**src/ptzcf_pkg.sv**
```systemverilog
package ptzcf_pkg;

  // Command kinds carried on the mode field.
  typedef enum logic [1:0] {
    MODE_AIM_POS  = 2'd0,
    MODE_AIM_SPD  = 2'd1,
    MODE_ZOOM_POS = 2'd2,
    MODE_ZOOM_SPD = 2'd3
  } mode_e;

  // Configuration register indexes.
  typedef enum logic [2:0] {
    CFG_CAMERA_ADDRESS      = 3'd0,
    CFG_PAN_POSITION_LIMIT  = 3'd1,
    CFG_TILT_POSITION_LIMIT = 3'd2,
    CFG_PAN_RATE_LIMIT      = 3'd3,
    CFG_TILT_RATE_LIMIT     = 3'd4,
    CFG_ZOOM_POSITION_LIMIT = 3'd5,
    CFG_ZOOM_RATE_FLOOR     = 3'd6,
    CFG_ZOOM_RATE_CEILING   = 3'd7
  } cfg_idx_e;

  localparam int unsigned CfgIdxW  = 3;
  localparam int unsigned CfgDataW = 16;

  typedef struct packed {
    logic [2:0]  camera_address;
    logic [14:0] pan_position_limit;
    logic [14:0] tilt_position_limit;
    logic [7:0]  pan_rate_limit;
    logic [7:0]  tilt_rate_limit;
    logic [15:0] zoom_position_limit;
    logic [3:0]  zoom_rate_floor;
    logic [3:0]  zoom_rate_ceiling;
  } cfg_t;

  localparam cfg_t CFG_RESET = '{
    camera_address:      3'd1,
    pan_position_limit:  15'd880,
    tilt_position_limit: 15'd300,
    pan_rate_limit:      8'd24,
    tilt_rate_limit:     8'd20,
    zoom_position_limit: 16'd1023,
    zoom_rate_floor:     4'd2,
    zoom_rate_ceiling:   4'd7
  };

  // Classified command: everything the back end needs to spell the frame.
  //   aim position: byte_a/b speed limits, code_a/b pan/tilt position codes
  //   aim speed:    byte_a/b speeds, dir_a/b direction codes
  //   zoom position: code_a zoom target
  //   zoom speed:    byte_a zoom code
  typedef struct packed {
    mode_e       mode;
    logic [7:0]  byte_a;
    logic [7:0]  byte_b;
    logic [15:0] code_a;
    logic [15:0] code_b;
    logic [1:0]  dir_a;
    logic [1:0]  dir_b;
  } cmd_t;

  typedef struct packed {
    logic full;
    logic empty;
  } q_stat_t;

  localparam int unsigned QDepth = 2;

  // Direction codes of the speed drive command.
  localparam logic [1:0] DIR_POS  = 2'd1;
  localparam logic [1:0] DIR_NEG  = 2'd2;
  localparam logic [1:0] DIR_STOP = 2'd3;

  // Frame bytes.
  localparam logic [7:0] HDR_BASE       = 8'h80;
  localparam logic [7:0] MSG_COMMAND    = 8'h01;
  localparam logic [7:0] CAT_PANTILT    = 8'h06;
  localparam logic [7:0] CAT_LENS       = 8'h04;
  localparam logic [7:0] OP_ABS_POS     = 8'h02;
  localparam logic [7:0] OP_DRIVE       = 8'h01;
  localparam logic [7:0] OP_ZOOM_DIRECT = 8'h47;
  localparam logic [7:0] OP_ZOOM_DRIVE  = 8'h07;
  localparam logic [7:0] FRAME_END      = 8'hFF;
  localparam logic [3:0] ZOOM_TELE      = 4'h2;
  localparam logic [3:0] ZOOM_WIDE      = 4'h3;

  // Frame lengths in bytes.
  localparam int unsigned LenAimPos  = 15;
  localparam int unsigned LenAimSpd  = 9;
  localparam int unsigned LenZoomPos = 9;
  localparam int unsigned LenZoomSpd = 6;

endpackage

```
**src/ptz_camera_command_framer.sv**
```systemverilog
// Camera command framer: turns one motion command into its serial control
// frame, one byte per output beat, with frame_last_o set on the closing 0xFF.
//
// Input channel: in_valid_i / in_stall_o with mode_i and the five signed
// fields. A beat is taken when in_valid_i is high and in_stall_o is low.
// Accepted commands are clamped to the configured limits at once and parked
// in a two-entry command queue, so the input stalls only when that queue is
// full. Output channel: out_valid_o / out_stall_i, one frame byte per beat,
// from an output register.
// The command passes through the queue and then the output register before
// its header byte reaches the output. The serializer walks the frame at one
// byte per cycle while out_stall_i is low; a frame is 15 (aim position),
// 9 (aim speed, zoom position) or 6 (zoom speed) bytes long.
// While out_stall_i is high the output beat holds and the serializer waits;
// the input side keeps filling the queue until it is full.
// Configuration: cfg_valid_i / cfg_ready_o (always ready), cfg_index_i picks
// the register, cfg_data_i carries the value; write only while idle.
// Reset (rst_ni low, asynchronous) empties the queue, drops any beat in
// flight and restores the default register values.
module ptz_camera_command_framer (
  input  logic                                clk_i,
  input  logic                                rst_ni,
  // configuration writes
  input  logic                                cfg_valid_i,
  output logic                                cfg_ready_o,
  input  logic [ptzcf_pkg::CfgIdxW-1:0]       cfg_index_i,
  input  logic [ptzcf_pkg::CfgDataW-1:0]      cfg_data_i,
  // command input
  input  logic                                in_valid_i,
  output logic                                in_stall_o,
  input  logic [1:0]                          mode_i,
  input  logic signed [15:0]                  pan_position_i,
  input  logic signed [15:0]                  tilt_position_i,
  input  logic signed [15:0]                  pan_speed_i,
  input  logic signed [15:0]                  tilt_speed_i,
  input  logic signed [15:0]                  zoom_value_i,
  // frame output
  output logic                                out_valid_o,
  input  logic                                out_stall_i,
  output logic [7:0]                          frame_byte_o,
  output logic                                frame_last_o
);

  ptzcf_pkg::cfg_t    cfg_q, cfg_d;
  ptzcf_pkg::cmd_t    front_cmd;
  ptzcf_pkg::cmd_t    head_cmd;
  ptzcf_pkg::q_stat_t q_stat;
  logic               push;
  logic               pop;

  // Configuration registers; the port never pushes back.
  assign cfg_ready_o = 1'b1;

  always_comb begin
    cfg_d = cfg_q;
    if (cfg_valid_i) begin
      case (ptzcf_pkg::cfg_idx_e'(cfg_index_i))
        ptzcf_pkg::CFG_CAMERA_ADDRESS:      cfg_d.camera_address      = cfg_data_i[2:0];
        ptzcf_pkg::CFG_PAN_POSITION_LIMIT:  cfg_d.pan_position_limit  = cfg_data_i[14:0];
        ptzcf_pkg::CFG_TILT_POSITION_LIMIT: cfg_d.tilt_position_limit = cfg_data_i[14:0];
        ptzcf_pkg::CFG_PAN_RATE_LIMIT:      cfg_d.pan_rate_limit      = cfg_data_i[7:0];
        ptzcf_pkg::CFG_TILT_RATE_LIMIT:     cfg_d.tilt_rate_limit     = cfg_data_i[7:0];
        ptzcf_pkg::CFG_ZOOM_POSITION_LIMIT: cfg_d.zoom_position_limit = cfg_data_i;
        ptzcf_pkg::CFG_ZOOM_RATE_FLOOR:     cfg_d.zoom_rate_floor     = cfg_data_i[3:0];
        ptzcf_pkg::CFG_ZOOM_RATE_CEILING:   cfg_d.zoom_rate_ceiling   = cfg_data_i[3:0];
        default:                            cfg_d = cfg_q;
      endcase
    end
  end

  always_ff @(posedge clk_i or negedge rst_ni) begin
    if (!rst_ni) begin
      cfg_q <= ptzcf_pkg::CFG_RESET;
    end else begin
      cfg_q <= cfg_d;
    end
  end

  // Front: classify and clamp the command as it arrives.
  ptzcf_front u_front (
    .cfg_i           (cfg_q),
    .mode_i          (mode_i),
    .pan_position_i  (pan_position_i),
    .tilt_position_i (tilt_position_i),
    .pan_speed_i     (pan_speed_i),
    .tilt_speed_i    (tilt_speed_i),
    .zoom_value_i    (zoom_value_i),
    .cmd_o           (front_cmd)
  );

  // Stall the input only when the command queue has no room.
  assign in_stall_o = q_stat.full;
  assign push       = in_valid_i && !q_stat.full;

  ptzcf_queue u_queue (
    .clk_i   (clk_i),
    .rst_ni  (rst_ni),
    .push_i  (push),
    .wdata_i (front_cmd),
    .pop_i   (pop),
    .rdata_o (head_cmd),
    .stat_o  (q_stat)
  );

  // Back: walk the frame of the head command, one byte per beat.
  ptzcf_back u_back (
    .clk_i            (clk_i),
    .rst_ni           (rst_ni),
    .camera_address_i (cfg_q.camera_address),
    .cmd_i            (head_cmd),
    .cmd_valid_i      (!q_stat.empty),
    .pop_o            (pop),
    .out_valid_o      (out_valid_o),
    .out_stall_i      (out_stall_i),
    .frame_byte_o     (frame_byte_o),
    .frame_last_o     (frame_last_o)
  );

`ifndef SYNTHESIS
  // The serializer only retires a command that the queue holds.
  a_pop_nonempty: assert property (@(posedge clk_i) disable iff (!rst_ni)
    pop |-> !q_stat.empty)
    else $error("command retired from an empty queue");

  // Every frame closes on the end byte.
  a_last_is_end: assert property (@(posedge clk_i) disable iff (!rst_ni)
    out_valid_o && frame_last_o |-> frame_byte_o == ptzcf_pkg::FRAME_END)
    else $error("last beat is not the end byte");

  // A beat following a finished frame opens a new frame with a header.
  a_header_follows: assert property (@(posedge clk_i) disable iff (!rst_ni)
    out_valid_o && !out_stall_i && frame_last_o |=>
      !out_valid_o || frame_byte_o[7:3] == ptzcf_pkg::HDR_BASE[7:3])
    else $error("frame does not open with a header byte");

  // The input is held off exactly when the queue is full.
  a_stall_full: assert property (@(posedge clk_i) disable iff (!rst_ni)
    in_stall_o |-> !push && q_stat.full)
    else $error("input stalled with room in the queue");
`endif

endmodule

```
**src/ptzcf_front.sv**
```systemverilog
module ptzcf_front (
  input  ptzcf_pkg::cfg_t        cfg_i,
  input  logic [1:0]             mode_i,
  input  logic signed [15:0]     pan_position_i,
  input  logic signed [15:0]     tilt_position_i,
  input  logic signed [15:0]     pan_speed_i,
  input  logic signed [15:0]     tilt_speed_i,
  input  logic signed [15:0]     zoom_value_i,
  output ptzcf_pkg::cmd_t        cmd_o
);

  // Clamp a signed position to +/- limit, result as 16-bit two's complement.
  function automatic logic [15:0] pos_code(input logic signed [15:0] pos,
                                           input logic [14:0] limit);
    logic signed [16:0] p;
    logic signed [16:0] lim;
    logic signed [16:0] nlim;
    begin
      p    = {pos[15], pos};
      lim  = {2'b00, limit};
      nlim = -lim;
      if (p > lim) begin
        pos_code = lim[15:0];
      end else if (p < nlim) begin
        pos_code = nlim[15:0];
      end else begin
        pos_code = pos;
      end
    end
  endfunction

  // Negative clamps to zero, positive to the limit.
  function automatic logic [7:0] rate_clamp(input logic signed [15:0] v,
                                            input logic [7:0] limit);
    begin
      if (v[15]) begin
        rate_clamp = 8'd0;
      end else if (v > $signed({8'd0, limit})) begin
        rate_clamp = limit;
      end else begin
        rate_clamp = v[7:0];
      end
    end
  endfunction

  function automatic logic [15:0] magnitude(input logic signed [15:0] v);
    begin
      magnitude = v[15] ? (~v + 16'd1) : v;
    end
  endfunction

  function automatic logic [7:0] mag_clamp(input logic signed [15:0] v,
                                           input logic [7:0] limit);
    logic [15:0] m;
    begin
      m = magnitude(v);
      mag_clamp = (m > {8'd0, limit}) ? limit : m[7:0];
    end
  endfunction

  function automatic logic [1:0] dir_code(input logic signed [15:0] v);
    begin
      if (v == 16'sd0) begin
        dir_code = ptzcf_pkg::DIR_STOP;
      end else if (v[15]) begin
        dir_code = ptzcf_pkg::DIR_NEG;
      end else begin
        dir_code = ptzcf_pkg::DIR_POS;
      end
    end
  endfunction

  logic [15:0]        zoom_pos;
  logic [7:0]         zoom_code;
  logic signed [16:0] zv;
  logic signed [16:0] zfloor;
  logic [15:0]        zmag;

  assign zv     = {zoom_value_i[15], zoom_value_i};
  assign zfloor = {13'd0, cfg_i.zoom_rate_floor};
  assign zmag   = magnitude(zoom_value_i);

  always_comb begin
    if (zoom_value_i[15] || zoom_value_i == 16'sd0) begin
      zoom_pos = 16'd0;
    end else if (zoom_value_i > cfg_i.zoom_position_limit) begin
      zoom_pos = cfg_i.zoom_position_limit;
    end else begin
      zoom_pos = zoom_value_i;
    end
  end

  always_comb begin
    if (zv >= zfloor) begin
      zoom_code = {ptzcf_pkg::ZOOM_TELE,
                   (zmag > {12'd0, cfg_i.zoom_rate_ceiling}) ?
                   cfg_i.zoom_rate_ceiling : zmag[3:0]};
    end else if (zv <= -zfloor) begin
      zoom_code = {ptzcf_pkg::ZOOM_WIDE,
                   (zmag > {12'd0, cfg_i.zoom_rate_ceiling}) ?
                   cfg_i.zoom_rate_ceiling : zmag[3:0]};
    end else begin
      zoom_code = 8'd0;
    end
  end

  always_comb begin
    cmd_o        = '0;
    cmd_o.mode   = ptzcf_pkg::mode_e'(mode_i);
    case (ptzcf_pkg::mode_e'(mode_i))
      ptzcf_pkg::MODE_AIM_POS: begin
        cmd_o.byte_a = rate_clamp(pan_speed_i, cfg_i.pan_rate_limit);
        cmd_o.byte_b = rate_clamp(tilt_speed_i, cfg_i.tilt_rate_limit);
        cmd_o.code_a = pos_code(pan_position_i, cfg_i.pan_position_limit);
        cmd_o.code_b = pos_code(tilt_position_i, cfg_i.tilt_position_limit);
      end
      ptzcf_pkg::MODE_AIM_SPD: begin
        cmd_o.byte_a = mag_clamp(pan_speed_i, cfg_i.pan_rate_limit);
        cmd_o.byte_b = mag_clamp(tilt_speed_i, cfg_i.tilt_rate_limit);
        cmd_o.dir_a  = dir_code(pan_speed_i);
        cmd_o.dir_b  = dir_code(tilt_speed_i);
      end
      ptzcf_pkg::MODE_ZOOM_POS: begin
        cmd_o.code_a = zoom_pos;
      end
      ptzcf_pkg::MODE_ZOOM_SPD: begin
        cmd_o.byte_a = zoom_code;
      end
      default: begin
        cmd_o.byte_a = zoom_code;
      end
    endcase
  end

endmodule

```
**src/ptzcf_queue.sv**
```systemverilog
module ptzcf_queue (
  input  logic                clk_i,
  input  logic                rst_ni,
  input  logic                push_i,
  input  ptzcf_pkg::cmd_t     wdata_i,
  input  logic                pop_i,
  output ptzcf_pkg::cmd_t     rdata_o,
  output ptzcf_pkg::q_stat_t  stat_o
);

  localparam int unsigned PtrW = (ptzcf_pkg::QDepth > 1) ? $clog2(ptzcf_pkg::QDepth) : 1;
  localparam int unsigned CntW = $clog2(ptzcf_pkg::QDepth + 1);

  ptzcf_pkg::cmd_t entry_q [ptzcf_pkg::QDepth];
  logic [PtrW-1:0] wr_ptr_q, wr_ptr_d;
  logic [PtrW-1:0] rd_ptr_q, rd_ptr_d;
  logic [CntW-1:0] count_q, count_d;

  function automatic logic [PtrW-1:0] ptr_inc(input logic [PtrW-1:0] p);
    begin
      ptr_inc = (p == PtrW'(ptzcf_pkg::QDepth - 1)) ? '0 : p + PtrW'(1);
    end
  endfunction

  assign stat_o.full  = (count_q == CntW'(ptzcf_pkg::QDepth));
  assign stat_o.empty = (count_q == '0);
  assign rdata_o      = entry_q[rd_ptr_q];

  always_comb begin
    wr_ptr_d = push_i ? ptr_inc(wr_ptr_q) : wr_ptr_q;
    rd_ptr_d = pop_i ? ptr_inc(rd_ptr_q) : rd_ptr_q;
    count_d  = count_q;
    if (push_i && !pop_i) begin
      count_d = count_q + CntW'(1);
    end else if (pop_i && !push_i) begin
      count_d = count_q - CntW'(1);
    end
  end

  always_ff @(posedge clk_i or negedge rst_ni) begin
    if (!rst_ni) begin
      wr_ptr_q <= '0;
      rd_ptr_q <= '0;
      count_q  <= '0;
    end else begin
      wr_ptr_q <= wr_ptr_d;
      rd_ptr_q <= rd_ptr_d;
      count_q  <= count_d;
    end
  end

  always_ff @(posedge clk_i) begin
    if (push_i) begin
      entry_q[wr_ptr_q] <= wdata_i;
    end
  end

endmodule

```
**src/ptzcf_back.sv**
```systemverilog
module ptzcf_back (
  input  logic             clk_i,
  input  logic             rst_ni,
  input  logic [2:0]       camera_address_i,
  input  ptzcf_pkg::cmd_t  cmd_i,
  input  logic             cmd_valid_i,
  output logic             pop_o,
  output logic             out_valid_o,
  input  logic             out_stall_i,
  output logic [7:0]       frame_byte_o,
  output logic             frame_last_o
);

  logic [3:0] idx_q, idx_d;
  logic       out_valid_q;
  logic [7:0] byte_q, byte_d;
  logic       last_q, last_d;
  logic       load;
  logic       emit;
  logic [7:0] hdr;
  logic [3:0] last_idx;

  function automatic logic [7:0] nib(input logic [15:0] code, input logic [1:0] k);
    begin
      case (k)
        2'd0:    nib = {4'd0, code[15:12]};
        2'd1:    nib = {4'd0, code[11:8]};
        2'd2:    nib = {4'd0, code[7:4]};
        default: nib = {4'd0, code[3:0]};
      endcase
    end
  endfunction

  assign hdr  = ptzcf_pkg::HDR_BASE | {5'd0, camera_address_i};
  assign load = !out_valid_q || !out_stall_i;
  assign emit = load && cmd_valid_i;

  always_comb begin
    case (cmd_i.mode)
      ptzcf_pkg::MODE_AIM_POS:  last_idx = 4'(ptzcf_pkg::LenAimPos - 1);
      ptzcf_pkg::MODE_AIM_SPD:  last_idx = 4'(ptzcf_pkg::LenAimSpd - 1);
      ptzcf_pkg::MODE_ZOOM_POS: last_idx = 4'(ptzcf_pkg::LenZoomPos - 1);
      default:                  last_idx = 4'(ptzcf_pkg::LenZoomSpd - 1);
    endcase
  end

  // Byte at the current position of the frame.
  always_comb begin
    byte_d = ptzcf_pkg::FRAME_END;
    if (idx_q == 4'd0) begin
      byte_d = hdr;
    end else if (idx_q == 4'd1) begin
      byte_d = ptzcf_pkg::MSG_COMMAND;
    end else begin
      case (cmd_i.mode)
        ptzcf_pkg::MODE_AIM_POS: begin
          case (idx_q)
            4'd2:    byte_d = ptzcf_pkg::CAT_PANTILT;
            4'd3:    byte_d = ptzcf_pkg::OP_ABS_POS;
            4'd4:    byte_d = cmd_i.byte_a;
            4'd5:    byte_d = cmd_i.byte_b;
            4'd6, 4'd7, 4'd8, 4'd9:
                     byte_d = nib(cmd_i.code_a, 2'(idx_q - 4'd6));
            4'd10, 4'd11, 4'd12, 4'd13:
                     byte_d = nib(cmd_i.code_b, 2'(idx_q - 4'd10));
            default: byte_d = ptzcf_pkg::FRAME_END;
          endcase
        end
        ptzcf_pkg::MODE_AIM_SPD: begin
          case (idx_q)
            4'd2:    byte_d = ptzcf_pkg::CAT_PANTILT;
            4'd3:    byte_d = ptzcf_pkg::OP_DRIVE;
            4'd4:    byte_d = cmd_i.byte_a;
            4'd5:    byte_d = cmd_i.byte_b;
            4'd6:    byte_d = {6'd0, cmd_i.dir_a};
            4'd7:    byte_d = {6'd0, cmd_i.dir_b};
            default: byte_d = ptzcf_pkg::FRAME_END;
          endcase
        end
        ptzcf_pkg::MODE_ZOOM_POS: begin
          case (idx_q)
            4'd2:    byte_d = ptzcf_pkg::CAT_LENS;
            4'd3:    byte_d = ptzcf_pkg::OP_ZOOM_DIRECT;
            4'd4, 4'd5, 4'd6, 4'd7:
                     byte_d = nib(cmd_i.code_a, 2'(idx_q - 4'd4));
            default: byte_d = ptzcf_pkg::FRAME_END;
          endcase
        end
        default: begin
          case (idx_q)
            4'd2:    byte_d = ptzcf_pkg::CAT_LENS;
            4'd3:    byte_d = ptzcf_pkg::OP_ZOOM_DRIVE;
            4'd4:    byte_d = cmd_i.byte_a;
            default: byte_d = ptzcf_pkg::FRAME_END;
          endcase
        end
      endcase
    end
  end

  assign last_d = (idx_q == last_idx);
  assign pop_o  = emit && last_d;

  always_comb begin
    idx_d = idx_q;
    if (emit) begin
      idx_d = last_d ? 4'd0 : idx_q + 4'd1;
    end
  end

  always_ff @(posedge clk_i or negedge rst_ni) begin
    if (!rst_ni) begin
      idx_q       <= 4'd0;
      out_valid_q <= 1'b0;
    end else begin
      idx_q <= idx_d;
      if (load) begin
        out_valid_q <= cmd_valid_i;
      end
    end
  end

  always_ff @(posedge clk_i) begin
    if (emit) begin
      byte_q <= byte_d;
      last_q <= last_d;
    end
  end

  assign out_valid_o  = out_valid_q;
  assign frame_byte_o = byte_q;
  assign frame_last_o = last_q;

endmodule

```
**config.mk**
```make
export PLATFORM = sky130hd
export DESIGN_NAME = ptz_camera_command_framer
export DESIGN_NICKNAME = d
export VERILOG_FILES = /design/src/ptzcf_pkg.sv /design/src/ptz_camera_command_framer.sv /design/src/ptzcf_front.sv /design/src/ptzcf_queue.sv /design/src/ptzcf_back.sv
export SDC_FILE = /design/constraint.sdc
export NUM_CORES = 1
export LEC_CHECK = 0
export ABC_CLOCK_PERIOD_IN_PS = 5200
export BUFFER_PORTS_ARGS = -buffer_cell sky130_fd_sc_hd__buf_2
export CAP_MARGIN = 20
export CORE_MARGIN = 4
export CORE_UTILIZATION = 40
export CTS_BUF_LIST = sky130_fd_sc_hd__clkbuf_16
export DETAILED_ROUTE_END_ITERATION = 8
export GPL_TIMING_DRIVEN = 0
export PLACE_DENSITY_LB_ADDON = 0.05
export SLEW_MARGIN = 10
export SYNTH_ARGS = -nofsm -noshare
export SYNTH_HDL_FRONTEND = slang
export SYNTH_HIERARCHICAL = 1
export SYNTH_SLANG_ARGS = --single-unit
export TNS_END_PERCENT = 50
```
**constraint.sdc**
```tcl
create_clock -name clk_i -period 5.2 [get_ports clk_i]
set_clock_uncertainty 0.2 [all_clocks]
set_input_delay 0.52 -clock clk_i [delete_from_list [all_inputs] [get_ports clk_i]]
set_output_delay 0.52 -clock clk_i [all_outputs]
set_load 0.01 [all_outputs]
```
==> impl_metrics.tcl <==
set metrics [dict create \
    p_sw_share_pct 39.74 \
    synth_edf_count 117 \
    outcome "finished, final reports clean" \
    syn_nets 1760 \
    cts_root_buf "clkbuf_16" \
    syn_area_um2 15580 \
    synth_top_cell_by_area "edfxtp_1" \
    hpwlAfterDp_um 34970 \
    rsz0062_at_grt "no" \
    crit_path_end_kind "flip-flop" \
    p_sw_mw 2.899 \
    pwr-share-clk_pct 16.9 \
    insertion_delay_ns 0.44 \
    power.density_nw_per_um2 417.5 \
    post-route-min-period_ns 4.987 \
    viasPerCell 5.637 \
    place_ws_ns -0.2707 \
    grt_usage_pct 21.29 \
    leakage_nw 7.232 \
    clk_path_buf_depth 2 \
    antenna_left 0 \
    dr.pass1.iters 5 \
    synth-seq-cells 199 \
    crit_arrival_ns 4.90 \
    max_clock_freq_ghz 0.2005 \
    grt_pass1_wl_um 69730 \
    drc_errors 0 \
    cts_buffers 17 \
    design.die.area_um2 42160 \
    finalWirelength_um 45210 \
    whs_ns 0.06329 \
    synth-seq-area-share_pct 35.95 \
    die_y_um 205.3 \
    crit_fanout 10 \
    diodes 0 \
    port_buffers 112 \
    htreeDepth 4 \
    num_rows 72 \
    tightest_slew_ns 1.161 \
    seq_power_share_pct 34.0 \
    clk_pin_slew_worst_paths_ns 0.08 \
    grt_antenna_before_repair 1 \
    setup_viol 0 \
    core-area_um2 38560 \
    synth_top_area_share_pct 22.56 \
    routabilityCongestion 0.9282 \
    grt_pass1_vias 11970 \
    vias 12250 \
    yosysWarnings 6 \
    synth_ff_type "edfxtp_1" \
    finalHoldViolations 0 \
    syn_inst 1505 \
    synth_area_leaders "edfxtp_1, ha_1, dfrtp_1" \
    grt_max_degree 55 \
    overflow 0 \
    die_x_um 205.3 \
    syn_avg_cell_area_um2 10.35 \
    required_ns 5.12 \
    io_pins 118 \
    post_drt_wl_per_cell_um 20.81 \
    yosysUniqueCellTypes 99 \
    initial_core_util_pct 40.40 \
    ir_worst_vdd_mv 0.2215 \
    start_kind "flip-flop" \
    hp-class "primary input to flip-flop" \
    crit_type "flip-flop to flip-flop" \
    post-route-util_pct 45.32 \
    p_comb_share_pct 49.1 \
    final_nets 1897 \
    setup_ws_ns 0.2132 \
    maxSlewHeadroom_pct 22.43 \
    drt-initial-drc-count 936 \
    drv_cap 0 \
    final_layout_size_suffix_gt1_share_pct 21.21 \
    async_flop_share_pct 41.21 \
    fin_crit_sh_pct 95.90 \
    numClockSinks 199 \
    drv_slew 0 \
    cts_tree "done" \
    intPower_mw 4.396 \
    area_growth_pct 12.19 \
]
-- routing by layer --
metal  track usage (%)  wire length (um)
met2             35.10             21290
met5                 0                 0
met3             2.317              1533
met4             3.995               542
met1             30.64             21850
-- worst paths after layout --
kind | startpoint | endpoint | slack, ns | depth (start not counted)
max in group asynchronous | rst_ni | cfg_q[15]$_DFFE_PN1P_ | 3.65 | 3
setup / recovery | cfg_q[56]$_DFFE_PN0P_ | u_queue/entry_q[0][29]$_DFFE_PP_ | 0.21 | 16
hold / removal | mode_i[1] | u_queue/entry_q[1][53]$_DFFE_PP_ | 0.06 | 1
hold reg to reg | u_queue/count_q[1]$_DFFE_PN0P_ | u_queue/count_q[1]$_DFFE_PN0P_ | 0.29 | 1
setup reg to reg | cfg_q[56]$_DFFE_PN0P_ | u_queue/entry_q[0][29]$_DFFE_PP_ | 0.21 | 16
min in group asynchronous | rst_ni | u_back/idx_q[3]$_DFFE_PN0P_ | 0.43 | 2
-- placed cells by master (no fill, tap or decap), types with 19 or more instances in the layout --
master,netlist,final
o21ai_0,44,44
clkbuf_1,32,27
nor2_1,72,72
nand3_1,42,42
mux2_2,47,47
xnor2_1,39,39
dfstp_2,28,28
dfrtp_1,54,54
ha_1,149,149
nor2b_1,28,27
a21oi_1,73,73
a21o_1,20,20
buf_2,18,129
mux2_1,43,43
mux2_4,49,49
edfxtp_1,117,117
inv_1,101,104
mux2i_1,47,47
nand2b_1,19,19
nor3_1,37,35
o21ai_1,29,29
nand2_1,82,82
nand4_1,25,25
-- repair_timing --
action,4_1_cts,5_1_grt
endpoints found under the hold margin,29,0
pin swaps,0,2
gates resized for setup,4,15
hold buffers,1,0
setup buffers,0,2
endpoints found under the setup margin,34,50
-- sequential cells by signal, summed over array words and instances, names as in the netlist --
signal and flops:
u_queue/wr_ptr_q 1, u_back/frame_last_o 1, u_queue/count_q 2, u_queue/rd_ptr_q 1
u_queue/entry_q 108, u_back/frame_byte_o 8, u_back/out_valid_o 1, cfg_q 73
u_back/idx_q 4
-- Yosys cell counts (14+ instances only) --
master / count
a21o_1: 20
a21oi_1: 73
a22oi_1: 18
a31oi_1: 17
buf_2: 18
clkbuf_1: 32
dfrtp_1: 54
dfstp_2: 28
edfxtp_1: 117
ha_1: 149
inv_1: 101
mux2_1: 43
mux2_2: 47
mux2_4: 49
mux2i_1: 47
nand2_1: 82
nand2b_1: 19
nand3_1: 42
nand4_1: 25
nor2_1: 72
nor2b_1: 28
nor3_1: 37
o211ai_1: 16
o21a_1: 14
o21ai_0: 44
o21ai_1: 29
o22ai_1: 18
o31ai_1: 15
xnor2_1: 39
-- metrics by stage --
stage | area [um2] | instances | setup TNS (ns) | total power [mW]
after detailed placement | 16870 | 2138 | -4.117 | 6.063
after global placement | 16780 | 2135 | -30.39 | 6.011
after CTS | 17430 | 2171 | 0 | 7.322
after floorplan | 15580 | 1505 | 0 | 5.009
after global routing | 17480 | 2173 | 0 | 7.810
final | 17480 | 2173 | 0 | 7.295
-- critical path: stages (launching register included) --
cell       delay (ns)
dfrtp_1          0.42
inv_1            0.12
ha_1             0.24
or3b_4           0.43
or3_4            0.37
nand2b_4         0.17
or3_4            0.34
xnor2_1          0.21
ha_1             0.28
a21oi_1          0.14
o21ai_1          0.11
a2111oi_1        0.40
a21oi_1          0.21
o22a_1           0.29
clkbuf_2         0.24
a21oi_1          0.24
o221ai_1         0.24
-- final cells by class --
| cell class | count | area [um2] |
|---|---|---|
| fill | 3752 | 21080 |
| multi-input combinational | 1130 | 9164 |
| sequential | 199 | 5600 |
| timing repair buffer | 118 | 663.1 |
| tap | 518 | 648.1 |
| buffer | 71 | 469.2 |
| clock buffer | 18 | 450.4 |
| inverter | 105 | 394.1 |
| clock inverter | 14 | 86.33 |
-- power by group through the flow --
stage / clock network (mW) / registers, mW / logic (mW)
floorplan: 0 / 2.45 / 2.56
global placement: 0 / 2.52 / 3.49
detailed placement: 0 / 2.51 / 3.55
CTS: 1.26 / 2.48 / 3.58
global route: 1.33 / 2.53 / 3.95
finish: 1.24 / 2.48 / 3.58
-- kinds of logic (layout without fill, tap and decap cells) --
family	count (synthesis)	count (layout)	synth area share [%]
xor gates and xnor gates	48	48	2.699
DFF	199	199	35.95
other	1	1	0.02408
buffers and inverters	176	326	5.486
adders and majority gates	149	149	11.97
and+or+nand+nor	389	389	13.86
AOI/OAI and AO/OA	357	357	15.76
muxes	186	186	14.25
(Power assumes the default switching activity.)
